### config.mk
export PLATFORM = sky130hd
export DESIGN_NAME = msdfcc_correct
export DESIGN_NICKNAME = d
export VERILOG_FILES = /design/src/sv/msdfcc_pkg.sv /design/src/sv/msdfcc_correct.sv
export SDC_FILE = /design/constraint.sdc
export NUM_CORES = 1
export LEC_CHECK = 0
export ABC_AREA = 1
export ABC_CLOCK_PERIOD_IN_PS = 11300
export BUFFER_PORTS_ARGS = -buffer_cell sky130_fd_sc_hd__buf_2
export CORE_MARGIN = 1
export CORE_UTILIZATION = 40
export DETAILED_ROUTE_END_ITERATION = 7
export GPL_ROUTABILITY_DRIVEN = 0
export PLACE_DENSITY_LB_ADDON = 0.1
export REMOVE_ABC_BUFFERS = 1
export SYNTH_ARGS = -nofsm -noshare
export SYNTH_HDL_FRONTEND = slang
export SYNTH_SLANG_ARGS = --single-unit
export TNS_END_PERCENT = 20
### constraint.sdc
create_clock -name vclk -period 11.3
set_clock_uncertainty 0.2 [all_clocks]
set_input_delay 2.26 -clock vclk [all_inputs]
set_output_delay 2.26 -clock vclk [all_outputs]
set_load 0.1 [all_outputs]
### src/sv/msdfcc_pkg.sv
package msdfcc_pkg;

  localparam int LINE_DEPTH = 1024;
  localparam int COL_W     = $clog2(LINE_DEPTH);
  localparam int RW_W      = 11;
  localparam int THR_W     = 8;
  localparam int CHAN_W    = 8;
  localparam int CFG_IDX_W = 1;

  localparam logic [RW_W-1:0]      ROW_WIDTH_RESET = RW_W'(64);
  localparam logic [THR_W-1:0]     THRESHOLD_RESET = THR_W'(33);
  localparam logic [CFG_IDX_W-1:0] REG_ROW_WIDTH   = CFG_IDX_W'(0);
  localparam logic [CFG_IDX_W-1:0] REG_THRESHOLD   = CFG_IDX_W'(1);

  typedef struct packed {
    logic [CHAN_W-1:0] red;
    logic [CHAN_W-1:0] green;
    logic [CHAN_W-1:0] blue;
  } pixel_t;

endpackage

### src/sv/msdfcc_correct.sv
module msdfcc_correct
  import msdfcc_pkg::*;
(
  input  pixel_t           pixel,
  input  pixel_t           right,
  input  logic             has_right,
  input  pixel_t           down,
  input  logic             has_down,
  input  logic [THR_W-1:0] threshold,
  output pixel_t           fixed,
  output logic             replaced
);

  localparam logic [CHAN_W-1:0] MID_LEVEL = CHAN_W'(127);

  function automatic logic [CHAN_W-1:0] cross_diff(input logic [CHAN_W-1:0] a,
                                                   input logic [CHAN_W-1:0] b);
    logic opposite;
    logic [CHAN_W-1:0] diff;
    opposite = ((a < MID_LEVEL) && (b > MID_LEVEL)) ||
               ((a > MID_LEVEL) && (b < MID_LEVEL));
    diff = (a > b) ? (a - b) : (b - a);
    return opposite ? diff : '0;
  endfunction

  logic [2:0]        clash;
  logic [CHAN_W-1:0] lo_ab;
  logic [CHAN_W-1:0] hi_ab;
  logic [CHAN_W-1:0] mid_hc;
  logic [CHAN_W-1:0] median;

  always_comb begin
    logic [CHAN_W-1:0] v;
    logic [CHAN_W-1:0] dr;
    logic [CHAN_W-1:0] dd;
    logic [CHAN_W-1:0] jump;
    for (int k = 0; k < 3; k++) begin
      v    = pixel[k*CHAN_W +: CHAN_W];
      dr   = has_right ? cross_diff(v, right[k*CHAN_W +: CHAN_W]) : '0;
      dd   = has_down  ? cross_diff(v, down[k*CHAN_W +: CHAN_W])  : '0;
      jump = (dr > dd) ? dr : dd;
      clash[k] = (jump > threshold);
    end
  end

  // median = max(min(a,b), min(max(a,b),c))
  assign lo_ab  = (pixel.blue < pixel.green) ? pixel.blue  : pixel.green;
  assign hi_ab  = (pixel.blue < pixel.green) ? pixel.green : pixel.blue;
  assign mid_hc = (hi_ab < pixel.red) ? hi_ab : pixel.red;
  assign median = (lo_ab > mid_hc) ? lo_ab : mid_hc;

  assign replaced = (clash[0] & clash[1]) | (clash[0] & clash[2]) | (clash[1] & clash[2]);

  always_comb begin
    if (replaced) begin
      fixed.red   = median;
      fixed.green = median;
      fixed.blue  = median;
    end else begin
      fixed = pixel;
    end
  end

endmodule

After elaboration in Yosys (flattened, before gate mapping)
Index checks and enable logic that the tools add are counted.
{"block": "classes", "bitwise_logic": 5, "n_reduce_logical": 18, "mux": 26, "magnitude_cmp": 33, "n_addsub": 12}
{"op": "two-way mux 8 bit", "n": 25}
{"op": "> comparator 8 bit", "n": 13}
{"op": "subtractor 8 bit", "n": 12}
{"op": "> comparator 8 x 7 -> 1 bit (second input constant)", "n": 9}
{"op": "less-than comparator 8 x 7 -> 1 bit (second input constant)", "n": 9}
{"op": "two-way mux 24 bit", "n": 1}
{"op": "less-than comparator 8 bit", "n": 2}
{"op": "logical AND 1 bit", "n": 12}
{"op": "logical OR 1 bit", "n": 6}
{"op": "bitwise AND 1 bit", "n": 3}
{"op": "bitwise OR 1 bit", "n": 2}
{"block": "word_totals", "out_inout_bits": 25, "word_cells": 94, "regBits": 0, "inputBits": 82}

Depth between registers and ports, before layout
{"block": "depth", "word_depth": 12, "mapped_depth": 37, "mapped_depth_nobuf": 35}

Worst setup path after synthesis
No wires, ideal clock.
{"block": "synth_path", "kind": "input -> output", "from": "input port pixel[16] in the netlist's numbering", "to": "output port fixed[0] in the netlist's numbering", "setup_slack_ns": 1.426, "t_arrival_ns": 7.414, "t_required_ns": 8.840, "n_path_buf": 2, "path_stages": 32, "path_cell_list": "inv_1 -> ha_1 -> inv_1 -> fa_1 -> nand2_1 -> nand2_1 -> a21oi_2 -> o21ai_2 -> a21oi_1 -> o21bai_1 -> nand2_2 -> nand2_1 -> o21ai_0 -> nand2_1 -> and3_1 -> ha_1 -> nand2_1 -> o21ai_0 -> nand2_1 -> a21boi_1 -> clkbuf_1 -> o21ai_0 -> ha_1 -> a21oi_1 -> nor2_1 -> a211oi_1 -> a21oi_1 -> or2_2 -> nand2_1 -> clkbuf_1 -> nand2_1 -> nand2_1"}
{"element": "start: declaration", "line_no": "msdfcc_correct.sv:4", "source": "input pixel_t pixel,"}
{"element": "end: declaration", "line_no": "msdfcc_correct.sv:10", "source": "output pixel_t fixed,"}

==> key figures <==
Cells and area
  – Post-Layout Cell Count: about 1400
  – Clkbuf count: 0
  – Antenna cell count: 0
  – Synth-to-layout area growth: 11.2%
  – Register area: 0 µm²
  – Layout cells sized above 1: ~13%
  – Seq_cells: 0
  – # nets final: 1481
  – Fill count: 1859

Timing
  – Final min period: 10.35 ns
  – RSZ-0062 raised after global routing: no
  – Hold Fails Final Rpt: 0
  – FMAX: about 97 MHz
  – Fin crit share: 91.6%
  – Max Slew Vio Count: 0
  – Final setup fails: 0
  – Slew headroom: 51.9%
  – TNS Setup: 0 ns
  – Worst Max-Slew Pin Slew: slightly above 0.7 ns

Outcome
  – Outcome: completed

GRT
  – First-pass GRT wire length: between 30 and 40 mm
  – Vias in the first global route: approximately 7300
  – GR Util All Layers: roughly a quarter
  – Largest net degree at the start of global routing: 34
  – Initial antenna violation count: 0
  – GR Overflow Total: 0

Synth
  – Post-synth cell types: between 50 and 60
  – Post-Synthesis Cells: roughly 1100
  – Syn avg cell area: slightly above 6 µm²
  – Sequential cell area fraction in the yosys report: 0%
  – Post-Synthesis Cell Area: 0.00685 mm²
  – Synth warn: 0

Floorplan
  – Ports: 107
  – Die Span Y: approximately 130 µm
  – Die area: 0.0177 mm²
  – Die width: ~130 µm
  – Initial core utilization: between 40% and 50%
  – FP Rows: 47
  – Core area: 0.0166 mm²

Worst hold path
  – Type of the worst min-delay path: in2out
  – Min-Delay Path Depth: 4

Routing
  – Final WL: 23.4 mm
  – Vias/cell: approximately 5.3
  – DR pass1 iterations: 5
  – Post-route DRC: 0
  – Vias: around 7700
  – DRT iter0 DRCs: roughly 460
  – DRT antenna net count: 0
  – WL per Instance: 16.2 µm

Placed design
  – # port buffers: ~110
  – Detailed placement HPWL: between 20 and 25 mm
  – Cell total after placement: around 1400

Clock network
  – Post-CTS Hold Fix Bufs: 0
  – # Post-CTS Setup Buffers: 0
  – PostCTS Resize Cnt: 0

Setup path
  – Crit-path slowest cell: buf_2
  – Startpoint Class: input port
  – Maximum fanout along the worst path: 33
  – CP required: slightly below 9 ns
  – CP most frequent cell: nand2_1
  – Worst Setup End Kind: output pin
  – Critical path class: in2out
  – Largest stage delay on the critical path: around 0.42 ns
  – CP arrival: between 7 and 8 ns

Power
  – Pleak: between 4 and 5 nW
  – Maximum vdd drop: 0.0000604 V
  – PD cells: roughly 84 mW/mm²

Run
  – Max-cap viol count: 0
==> critical path: cells and delay by family <==
kind,cells,cell delay (ns)
simple gates,12,1.29
buf+inv,8,1.45
fa+ha+maj,4,1.13
compound gates,10,1.71
==> layout by cell type (no fill, tap or decap), types with 23 or more instances in the layout <==
cell type | Yosys | routed
ha_1 | 160 | 160
o21ai_0 | 78 | 78
nand3_1 | 44 | 44
a21oi_1 | 90 | 90
nand2_1 | 282 | 282
xor2_1 | 30 | 30
inv_1 | 164 | 164
buf_2 | 6 | 107
nor2_1 | 86 | 86
nand4_1 | 23 | 23
==> power by group <==
| part | internal (W) | switching [W] | total (W) | leakage, nW |
|---|---|---|---|---|
| Sequential | 0 | 0 | 0 | 0 |
| Clock | 0 | 0 | 0 | 0 |
| Combinational | 0.000201 | 0.000438 | 0.000639 | 4.35 |
| Total | 0.000201 | 0.000438 | 0.000639 | 4.35 |
==> cell usage after synthesis (all sizes together), types with 4 or more instances <==
| cell type | number | area, µm² |
|---|---|---|
| nand2 | 297 | 1160 |
| nand3 | 45 | 230 |
| o41ai | 9 | 78.8 |
| clkbuf | 12 | 46.3 |
| fa | 12 | 240 |
| nor3 | 4 | 20.0 |
| inv | 170 | 641 |
| a21oi | 91 | 459 |
| mux2i | 8 | 80.1 |
| a21boi | 7 | 52.6 |
| o22ai | 6 | 37.5 |
| o21bai | 5 | 41.3 |
| or2 | 11 | 68.8 |
| and2 | 8 | 52.6 |
| o221ai | 6 | 52.6 |
| nand4 | 24 | 156 |
| nor2 | 89 | 347 |
| ha | 160 | 2000 |
| o21ai | 91 | 470 |
| xor2 | 30 | 263 |
| buf | 8 | 45.0 |
| a211oi | 11 | 87.6 |
| xnor2 | 5 | 43.8 |
==> final cells by class <==
type                            instances  area, µm²  share of cell area, %
Inverter                              172        651                   8.54
Multi-Input combinational cell        940       6110                   80.2
Timing Repair Buffer                  113        581                   7.62
Tap cell                              220        275                   3.61
==> metal layers <==
layer / share of wire [%] / global-route usage, %
met1: 45 / 33.6
met2: 48 / 47.7
met3: 4.1 / 1.76
met4: 2.0 / 4.66
met5: 0 / 0
==> metrics by stage <==
stage / setup slack (ns) / hold WS, ns / total power, W / area, µm² / utilization, %
6_report: 0.955 / 4.88 / 0.000639 / 7620 / 45.8
5_1_grt: 0.483 / 4.90 / 0.000710 / 7620 / 45.8
4_1_cts: 0.939 / 4.88 / 0.000636 / 7620 / 45.8
3_5_place_dp: 0.973 / 4.88 / 0.000634 / 7620 / 45.8
3_3_place_gp: 0.948 / 4.88 / 0.000633 / 7620 / 45.8
2_1_floorplan: 1.19 / 4.90 / 0.000468 / 6760 / -
==> kinds of logic after synthesis <==
family | synth area share, %
multiplexers | 1.17
AO/OA/AOI/OAI | 20.2
adder cells (fa/ha/maj) | 32.7
XOR/XNOR | 4.47
AND/OR/NAND/NOR | 30.6
buffers and inverters | 10.8
==> worst paths after layout <==
kind                  startpoint   endpoint  slack (ns)
worst max-delay path    pixel[8]   fixed[3]        0.95
worst min-delay path   pixel[15]  fixed[15]        4.88
Note: power is estimated with default switching activity, not from simulation.
